### src/rtl/quadratic_cost_accumulator_macros.svh
// assertion helpers for the accumulator rtl
`ifndef QUADRATIC_COST_ACCUMULATOR_MACROS_SVH
`define QUADRATIC_COST_ACCUMULATOR_MACROS_SVH

// checked only outside reset
`define QCA_CHECK(name, prop, msg) \
  name: assert property (@(posedge clk) disable iff (rst) (prop)) else $error(msg);

// checked on every edge, reset included
`define QCA_CHECK_ALWAYS(name, prop, msg) \
  name: assert property (@(posedge clk) (prop)) else $error(msg);

`endif

### src/rtl/qca_pkg.sv
package qca_pkg;

  localparam int FRAC_BITS = 32;
  localparam int DW        = 64;
  localparam int WW        = 2 * DW;

  localparam logic [2:0] OP_LOAD_OBS   = 3'd0;
  localparam logic [2:0] OP_ADD_OBS    = 3'd1;
  localparam logic [2:0] OP_ADD_CONST  = 3'd2;
  localparam logic [2:0] OP_ADD_QUAD   = 3'd3;
  localparam logic [2:0] OP_QUERY      = 3'd4;
  localparam logic [2:0] OP_CLEAR      = 3'd5;

  typedef enum logic [1:0] {
    MODE_MUL  = 2'd0,
    MODE_DIV  = 2'd1,
    MODE_SQRT = 2'd2
  } qca_mode_t;

  typedef struct packed {
    logic            start;
    qca_mode_t       mode;
    logic [WW-1:0]   num;
    logic [DW-1:0]   den;
  } qca_req_t;

  // clamp a wide two's complement value to the signed 64-bit range
  function automatic logic [DW-1:0] sat64(input logic [WW-1:0] x);
    logic all_same;
    all_same = (x[WW-1:DW-1] == {(DW+1){1'b0}}) || (x[WW-1:DW-1] == {(DW+1){1'b1}});
    if (all_same) return x[DW-1:0];
    else if (x[WW-1]) return {1'b1, {(DW-1){1'b0}}};
    else return {1'b0, {(DW-1){1'b1}}};
  endfunction

endpackage

### src/rtl/qca_serial.sv
module qca_serial import qca_pkg::*; (
  input  logic            clk,
  input  logic            rst,
  input  qca_req_t        req,
  output logic [WW-1:0]   res,
  output logic            done
);

  logic            busy;
  logic [6:0]      cnt;
  logic [6:0]      last;
  qca_mode_t       mode;
  logic [DW-1:0]   den;
  logic [WW-1:0]   acc;
  logic [WW-1:0]   acc_next;
  logic [DW+1:0]   rem;
  logic [DW+1:0]   rem_next;
  logic [DW-1:0]   root;
  logic [DW-1:0]   root_next;

  logic [DW:0]     mul_sum;
  logic [DW:0]     div_r2;
  logic [DW:0]     div_diff;
  logic            div_ge;
  logic [DW+3:0]   sq_r2;
  logic [DW+3:0]   sq_trial;
  logic [DW+3:0]   sq_diff;
  logic            sq_ge;

  // one bit of the result per cycle
  always_comb begin
    mul_sum  = {1'b0, acc[WW-1:DW]} + {1'b0, (acc[0] ? den : {DW{1'b0}})};
    div_r2   = {rem[DW-1:0], acc[WW-1]};
    div_diff = div_r2 - {1'b0, den};
    div_ge   = div_r2 >= {1'b0, den};
    sq_r2    = {rem, acc[WW-1:WW-2]};
    sq_trial = {2'b00, root, 2'b01};
    sq_diff  = sq_r2 - sq_trial;
    sq_ge    = sq_r2 >= sq_trial;
    acc_next  = acc;
    rem_next  = rem;
    root_next = root;
    last      = 7'd63;
    unique case (mode)
      MODE_MUL: begin
        acc_next = {mul_sum, acc[DW-1:1]};
      end
      MODE_DIV: begin
        acc_next = {acc[WW-2:0], div_ge};
        rem_next = {2'b00, (div_ge ? div_diff[DW-1:0] : div_r2[DW-1:0])};
        last     = 7'd127;
      end
      MODE_SQRT: begin
        acc_next  = {acc[WW-3:0], 2'b00};
        rem_next  = sq_ge ? sq_diff[DW+1:0] : sq_r2[DW+1:0];
        root_next = {root[DW-2:0], sq_ge};
      end
      default: begin
        acc_next = acc;
      end
    endcase
  end

  always_ff @(posedge clk) begin
    if (rst) begin
      busy <= 1'b0;
      done <= 1'b0;
      cnt  <= '0;
    end else begin
      done <= 1'b0;
      if (req.start) begin
        busy <= 1'b1;
        cnt  <= '0;
      end else if (busy) begin
        cnt <= cnt + 7'd1;
        if (cnt == last) begin
          busy <= 1'b0;
          done <= 1'b1;
        end
      end
    end
  end

  always_ff @(posedge clk) begin
    if (req.start) begin
      mode <= req.mode;
      den  <= req.den;
      acc  <= req.num;
      rem  <= '0;
      root <= '0;
    end else if (busy) begin
      acc  <= acc_next;
      rem  <= rem_next;
      root <= root_next;
    end
  end

  assign res = (mode == MODE_SQRT) ? {{DW{1'b0}}, root} : acc;

endmodule

### config.mk
export PLATFORM = sky130hd
export DESIGN_NAME = qca_serial
export DESIGN_NICKNAME = d
export VERILOG_FILES = /design/src/rtl/quadratic_cost_accumulator_macros.svh /design/src/rtl/qca_pkg.sv /design/src/rtl/qca_serial.sv
export SDC_FILE = /design/constraint.sdc
export NUM_CORES = 1
export LEC_CHECK = 0
export BUFFER_PORTS_ARGS = -buffer_cell sky130_fd_sc_hd__buf_2
export CAP_MARGIN = 10
export CORE_ASPECT_RATIO = 0.9
export CORE_MARGIN = 3
export CORE_UTILIZATION = 47
export DETAILED_ROUTE_END_ITERATION = 8
export GPL_TIMING_DRIVEN = 0
export PLACE_DENSITY_LB_ADDON = 0.08
export REMOVE_ABC_BUFFERS = 1
export SYNTH_ARGS = -nofsm -noshare
export SYNTH_HDL_FRONTEND = slang
export SYNTH_SLANG_ARGS = --single-unit
### constraint.sdc
create_clock -name clk -period 6.7 [get_ports clk]
set_input_delay 1.34 -clock clk [delete_from_list [all_inputs] [get_ports clk]]
set_output_delay 1.34 -clock clk [all_outputs]
set_load 0.05 [all_outputs]
# Yosys cells after proc, flatten, opt, wreduce, memory -nomap -nowiden
# Cells that the tools add are included.
# Widths: inputs -> output; s select.
dict set report word_totals {
  rom_bits 0
  n_memories 0
  ram_bits 0
  out_inout_bits 129
  latchBits 0
  input_bits 197
  reg_bits 333
  elab_cells 40
}
dict set report classes {
  order_cmp 2
  reduce_logical 9
  bitwise_logic 1
  multipliers 0
  mux 13
  add_sub_neg 4
  div_mod_pow 0
  n_shift 0
  n_eq_ne 3
}
# cell n
set op_table {}
lappend op_table {{$mux 128} 3}
lappend op_table {{$pmux 128 s3} 1}
lappend op_table {{$pmux 66 s2} 1}
lappend op_table {{$mux 64} 2}
lappend op_table {{$ge 68x66->1} 1}
lappend op_table {{$mux 66} 1}
lappend op_table {{$sub 66x66->66} 1}
lappend op_table {{$add 64x64->65} 1}
lappend op_table {{$ge 65x64->1} 1}
lappend op_table {{$sub 64x64->64} 1}
lappend op_table {{$add 7x1->7 const B} 1}
lappend op_table {{$eq 7x7->1} 1}
lappend op_table {{$mux 7} 1}
lappend op_table {{$reduce_and 2->1} 3}
lappend op_table {{$mux 1} 4}
lappend op_table {{$reduce_bool 2->1} 2}
lappend op_table {{$reduce_bool 4->1} 1}
lappend op_table {{$reduce_or 3->1} 1}
lappend op_table {{$eq 2x1->1 const B} 1}
lappend op_table {{$eq 2x2->1 const B} 1}
lappend op_table {{$logic_not 2->1} 1}
lappend op_table {{$reduce_or 2->1} 1}
lappend op_table {{$not 1->1} 1}

# Logic depth before layout (Yosys ltp)
# Gate-level depths: netlist of the first run.
dict set report depth {
  word_depth 6
  depth_mapped 17
  depth_no_buf 14
}

# Least setup slack after synthesis of the first run
# No wires, ideal clock.
dict set report synth_path {
  path_type {input to register}
  from {input req[194] (netlist bit)}
  to {register acc[0], enable pin}
  setup_slack_ns 1.240
  n_path_buf 3
  t_required_ns 5.578
  cell_stages 5
  arrival_time_ns 4.338
  setup_ns 1.122
  cell_sequence {clkbuf_1 > inv_2 > clkbuf_1 > buf_1 > nand2_1}
}
dict set report synth_via {
  elab_chain_len 2
  elab_cells_between_ends 3
  classes_between {3 x reduce/logical}
}
# element line_no
set synth_rtl {}
lappend synth_rtl {{from (decl)} qca_serial.sv:4} ;# input qca_req_t req,
lappend synth_rtl {{$reduce_bool 4->1 (no source line) / $reduce_bool 2->1 (equally long branches)} --}
lappend synth_rtl {{$reduce_and 2->1 (no source line) (*)} --}
lappend synth_rtl {{to (signal assigned)} qca_serial.sv:88} ;# acc <= req.num;
lappend synth_rtl {{to (signal assigned)} qca_serial.sv:92} ;# acc <= acc_next;
lappend synth_rtl {{to (decl)} qca_serial.sv:14} ;# logic [WW-1:0] acc;
# Every way passes the cells marked *; elsewhere a longest branch is shown, timed or not.
# A chain may end at the register's enable or synchronous reset.

# Worst setup path in the final report of the first run
dict set report layout_path {
  from {register acc[0]}
  to {register acc[125] (data pin)}
}
dict set report layout_via {
  elab_chain_len 5
}
# element line_no
set layout_rtl {}
lappend layout_rtl {{$mux 64} qca_serial.sv:32} ;# mul_sum = {1'b0, acc[WW-1:DW]} + {1'b0, (acc[0] ? den : {DW{1'b0}})};
lappend layout_rtl {{$add 64x64->65} qca_serial.sv:32}
lappend layout_rtl {{$pmux 128 s3} qca_serial.sv:44} ;# unique case (mode)
lappend layout_rtl {{$mux 128} qca_serial.sv:91} ;# end else if (busy) begin
lappend layout_rtl {{$mux 128} qca_serial.sv:85} ;# if (req.start) begin
# No other way between the ends. The select of a mux whose other input is x is not followed.

==> results of run 1 <==
==> state kept, by name (all words and copies together), names as in the netlist <==
signal and cells:
root 64, busy 1, done 1, cnt 7, den 64, mode 2
acc 128, rem 66
==> through the flow <==
stage                TNS, ps  cells
finish                     0   4571
global placement    -3350580   4466
CTS                        0   4566
floorplan            -632750   3358
global route               0   4567
detailed placement         0   4490
==> final timing paths <==
| kind | end | slack (ps) | depth (start not counted) |
|---|---|---|---|
| max | acc[125] | 1720 | 16 |
| min | root[63] | 480 | 2 |
| max reg2reg | acc[125] | 1720 | 16 |
| min reg2reg | root[63] | 480 | 2 |
==> cells in the mapped netlist (35+ instances only) <==
master | number | area (µm²)
inv_1 | 178 | 668.1
o211ai_1 | 98 | 735.7
and2_1 | 88 | 550.5
nor3_1 | 41 | 205.2
o21a_1 | 52 | 390.4
nand2_1 | 468 | 1757
nand4_1 | 57 | 356.6
a32o_1 | 35 | 350.3
o21ai_1 | 39 | 195.2
nand3_1 | 53 | 265.3
mux2_2 | 68 | 765.7
ha_1 | 198 | 2477
o31ai_1 | 78 | 585.6
xor2_1 | 79 | 691.9
a21o_1 | 120 | 900.9
dfxtp_1 | 139 | 2783
edfxtp_1 | 194 | 5826
clkbuf_1 | 198 | 743.2
nor2_1 | 217 | 814.5
a221oi_1 | 117 | 1025
nor2b_1 | 84 | 525.5
xnor2_1 | 91 | 797.0
o21ai_0 | 150 | 750.7
a21oi_1 | 325 | 1627
==> final cells by class <==
| type | instances | share of cell area, % |
|---|---|---|
| Clock buffer | 55 | 3.345 |
| Sequential cell | 333 | 26.18 |
| Antenna cell | 5 | 0.03805 |
| Clock inverter | 21 | 0.9665 |
| Multi-Input combinational cell | 2844 | 57.73 |
| Tap cell | 783 | 2.979 |
| Inverter | 181 | 2.081 |
| Timing Repair Buffer | 349 | 6.682 |
==> power groups by stage <==
stage / clock network (mW) / registers (mW) / logic [mW]
after global routing: 2.52 / 2.67 / 4.69
after global placement: 0 / 2.72 / 4.14
final: 2.39 / 2.65 / 4.29
after CTS: 2.43 / 2.65 / 4.26
after floorplan: 0 / 2.58 / 3.16
after detailed placement: 0 / 2.69 / 4.23
==> layer usage <==
layer  part of all wire [%]  vias to the layer above  global-route usage [%]  wire length, µm
li1                       -                    13710                       -                -
met1                     43                    13380                   36.19            40470
met2                     49                      755                   47.94            46310
met3                    5.7                      153                   4.560             5354
met4                    2.5                        2                   7.783             2405
met5                  0.014                        -                       0               13
==> kinds of logic after synthesis <==
kind of cell	synth area share, %
compound gates	29.34
simple gates	18.38
buf+inv	5.583
flops	29.57
fa+ha+maj	8.648
xor+xnor	5.115
mux	3.353
==> tightest hold or removal path: cells and delay by family (launching register included) <==
kind	cells	cell delay [ps]
flip-flops	1	320
AND/OR/NAND/NOR	1	60
AO/OA/AOI/OAI	1	50
==> metrics.csv, run 1 <==
metric,value,unit
status,"finished, final reports clean",
DIE AREA,0.06496,mm²
Core Area,0.06051,mm²
"EDFF count, synth",194,
max-slew violations,0,
highest-delay cell along the critical path,edfxtp_1,
largest net degree at the start of global routing,148,
max incr delay on CP,600,ps
Synth Register Bits,333,
CP max FO,29,
Fin. Hold Viols,0,
worst setup path startpoint,acc[0],
"most common cell after layout, fill and taps aside",nand2_1,
main flop type after synthesis,edfxtp_1,
YS warnings,0,
Slew headroom,23.53,%
"Cell Area, Placed",0.03145,mm²
CP top delay family,compound AO/OA/AOI/OAI gates,
Worst Tran Pin Value,1137,ps
CTS tree,done,
Via Count,28000,
most frequent cell on the critical path,buf_16,
Crit Path Class,reg -> reg,
Tcrit/Tclk final,74.29,%
hold buffers post-CTS,0,
final instance area,0.03288,mm²
DR DRC count,0,
Pwr Total,9.329,mW
Yosys cell types,90,
root buffer cell,clkbuf_16,
Cells after Synth,3600,
Clock Power Share,25.6,%
std cell rows,85,
final core utilization,54.34,%
max-cap viol count,0,
vias in the first global route,26650,
worst skew pair latency,590,ps
combinational share of power,46.0,%
GRT Overall Usage,27.93,%
"commonest cells after routing, fill and taps aside","nand2_1 (466), a21oi_1 (325), buf_2 (324)",
Bufs and invs on worst path,2,
data arrival time of the worst path,5290,ps
Fill cells,5899,
leak pwr,13.73,nW
Fin Hold WS,478.1,ps
Multi-input gate area,0.01898,mm²
Setup Skew,24.85,ps
ANT nets after route,0,
worst-path cell chain,"buf_16, buf_16, and2_1, ha_1, fa_1, a211oi_2, nor2_1, o2111a_1, o211a_1, o211ai_2, or3b_1, a21o_1, a31o_1, a221oi_4, mux2i_1, a31oi_1",
crit end category,flop,
Detailed Route Iter0 Violations,2319,
r2r startpoint,acc[0],
Max Fclk,200.9,MHz
worst hold path startpoint,root[63],
wire per inst,20.69,µm
Max VDD drop,0.2020,mV
drt pass-1 iters,6,
nets,4147,
Syn Area/Cell,8.086,µm²
Clock Tree Buf Depth,3,
post-synthesis sequential area ratio,29.57,%
Area Growth Syn to Fin,12.96,%
clock sink count,333,
drt via density,6.126,
final setup fails,0,
Net Switching,3.905,mW
die span in x,268.3,µm
grt ovf,0,
htree depth,2,
HP Class,reg -> reg,
Reg area,0.008608,mm²
Int Pwr,5.424,mW
Startpoint Class,flop,
worst setup margin,1722,ps
Seq pwr share,28.4,%
CP Data Required Time,7010,ps
Final min period,4978,ps
CTS buffer count,41,
mapped cell area,0.02911,mm²
RSZ-0062 raised after global routing,no,
Power per Cell Area,283.7,mW/mm²
"Reg clk slew, reported paths",60,ps
post-CTS sizing,0,
post-CTS setup buffer count,0,
Post-Route WL,94550,µm
switch share,41.86,%
port bufs,325,
Chip Height,242.1,µm
Initial Utilization,48.10,%
pre-CTS WS,1818,ps
asr flop ratio synth,0,%
Routability Congestion,0.9393,
DP HPWL,71390,µm
antenna violations before repair,4,
share of cells above drive strength 1,13.64,%
IO Pins,326,
first-pass GRT wire length,146800,µm
(Power assumes the default switching activity.)
==> inputs of run 2 (changes only) <==
Clock period 6.7 ns to 4.9 ns, I/O delays scaled along.
==> run 2 against run 1 <==
Utilization rose by 0.091 points. Via count barely moved. Clock power rose by 36%. Largest cell class unchanged. Final area rose by 0.17%.
==> metrics.csv, run 2 (synthesized netlist as in run 1, its figures left out) <==
metric,value,unit,change
status,"finished, final reports clean",,unchanged
Slew headroom,25.14,%,was 23.53%
Max Fclk,211.1,MHz,was 200.9 MHz
GRT met1 Usage,36.21,%,was 36.19%
worst-path cell chain,"buf_16, buf_16, and2_1, ha_1, a211oi_1, o211ai_1, nand4_1, a21oi_1, o311ai_1, a31oi_1, o311ai_1, and2_1, o21ai_1, xnor2_1, a221o_1",,"was buf_16, buf_16, and2_1, ha_1, fa_1, a211oi_2, nor2_1, o2111a_1, o211a_1, o211ai_2, or3b_1, a21o_1, a31o_1, a221oi_4, mux2i_1, a31oi_1"
CP Data Required Time,5230,ps,was 7010 ps
worst hold path startpoint,root[63],,unchanged
Largest regs,"acc: 128 flops, rem: 66 flops",,unchanged
Setup Skew,22.88,ps,was 24.85 ps
grt ovf,0,,unchanged
nets,4149,,was 4147
antenna violations before repair,4,,unchanged
GRT Overall Usage,27.94,%,was 27.93%
IO Pins,326,,unchanged
Core Area,0.06051,mm²,unchanged
htree depth,2,,unchanged
max-cap viol count,0,,unchanged
clock sink count,333,,unchanged
worst setup margin,163.2,ps,was 1722 ps
CTS tree,done,,unchanged
Routability Congestion,0.9393,,unchanged
Pwr Total,12.79,mW,was 9.329 mW
CP max FO,29,,unchanged
Post-Route WL,94640,µm,was 94550 µm
crit end category,flop,,unchanged
DR DRC count,0,,unchanged
drt pass-1 iters,6,,unchanged
met3 GRT Util,4.560,%,unchanged
met2 GRT Util,47.97,%,was 47.94%
Final min period,4737,ps,was 4978 ps
HP Class,reg -> reg,,unchanged
"commonest cells after routing, fill and taps aside","nand2_1 (466), a21oi_1 (325), buf_2 (324)",,unchanged
final setup fails,0,,unchanged
DP HPWL,71390,µm,unchanged
RSZ-0062 raised after global routing,no,,unchanged
largest reg by FF count,acc,,unchanged
std cell rows,85,,unchanged
largest net degree at the start of global routing,148,,unchanged
Fill cells,5896,,was 5899
ANT nets after route,0,,unchanged
Tcrit/Tclk final,96.67,%,was 74.29%
Clock Tree Buf Depth,3,,unchanged
Detailed Route Iter0 Violations,2323,,was 2319
pre-CTS WS,18.28,ps,was 1818 ps
port bufs,325,,unchanged
"Reg clk slew, reported paths",60,ps,about the same
Initial Utilization,48.10,%,unchanged
Power per Cell Area,388.2,mW/mm²,was 283.7 mW/mm²
Area Growth Syn to Fin,13.15,%,was 12.96%
worst setup path startpoint,acc[0],,unchanged
highest-delay cell along the critical path,o311ai_1,,was edfxtp_1
root buffer cell,clkbuf_16,,unchanged
final core utilization,54.43,%,was 54.34%
GR peak layer,met2,,unchanged
Startpoint Class,flop,,unchanged
Fin Hold WS,476.6,ps,was 478.1 ps
"most common cell after layout, fill and taps aside",nand2_1,,unchanged
DIE AREA,0.06496,mm²,unchanged
max-slew violations,0,,unchanged
Max VDD drop,0.2733,mV,was 0.2020 mV
leak pwr,13.72,nW,was 13.73 nW
vias in the first global route,26650,,about the same
r2r startpoint,acc[0],,unchanged
Worst Tran Pin Value,1119,ps,was 1137 ps
first-pass GRT wire length,146900,µm,was 146800 µm
data arrival time of the worst path,5060,ps,was 5290 ps
max incr delay on CP,580,ps,was 600 ps
worst skew pair latency,580,ps,was 590 ps
Chip Height,242.1,µm,unchanged
die span in x,268.3,µm,unchanged
CTS buffer count,41,,unchanged
Fin. Hold Viols,0,,unchanged
Crit Path Class,reg -> reg,,unchanged
drt via density,6.129,,was 6.126
Largest register FFs,128,,unchanged
Reg area,0.008608,mm²,unchanged
wire per inst,20.69,µm,about the same
Multi-input gate area,0.01903,mm²,was 0.01898 mm²
share of cells above drive strength 1,13.82,%,was 13.64%
Via Count,28030,,was 28000
-- run 2: final timing paths --
kind / to / cells past startpoint / slack [ps]
max: acc[118] / 15 / 160
min: root[63] / 2 / 480
max reg2reg: acc[118] / 15 / 160
min reg2reg: root[63] / 2 / 480
-- run 2: per-stage QoR --
stage	TNS, ps	std cells	area [µm²]
2_1_floorplan	-1368720	3358	28160
3_3_place_gp	-4287310	4466	30770
3_5_place_dp	0	4490	31450
4_1_cts	0	4567	32880
5_1_grt	0	4569	32930
6_report	0	4573	32940
-- run 2: layout make-up --
type	instances	area share [%]
Clock inverter	21	0.9649
Clock buffer	55	3.339
Inverter	181	2.078
Multi-Input combinational cell	2845	57.78
Antenna cell	5	0.03799
Timing Repair Buffer	350	6.693
Tap cell	783	2.974
Sequential cell	333	26.13
-- run 2: what timing repair did --
action,in CTS,in global routing
setup buffers,1,0
endpoints found under the setup margin,1,10
gates resized for setup,0,7
hold buffers,0,0
pin swaps,0,3
cloned,0,1
-- run 2: where the power goes --
group,switching (mW),internal (mW)
Sequential,0.336,3.29
Combinational,3.72,2.18
Clock,1.30,1.96
-- run 2: per-layer routing --
| layer | vias to the layer above | part of all wire, % |
|---|---|---|
| li1 | 13720 | - |
| met1 | 13390 | 43 |
| met2 | 761 | 49 |
| met3 | 151 | 5.2 |
| met4 | 2 | 2.6 |
| met5 | - | 0.014 |
-- run 2: worst max-delay path, delay by kind of cell (launching register included) --
| family | cells | cell delay (ps) |
|---|---|---|
| simple gates | 3 | 600 |
| flops | 1 | 500 |
| xor+xnor | 1 | 190 |
| buf+inv | 2 | 400 |
| fa+ha+maj | 1 | 300 |
| compound gates | 8 | 2440 |
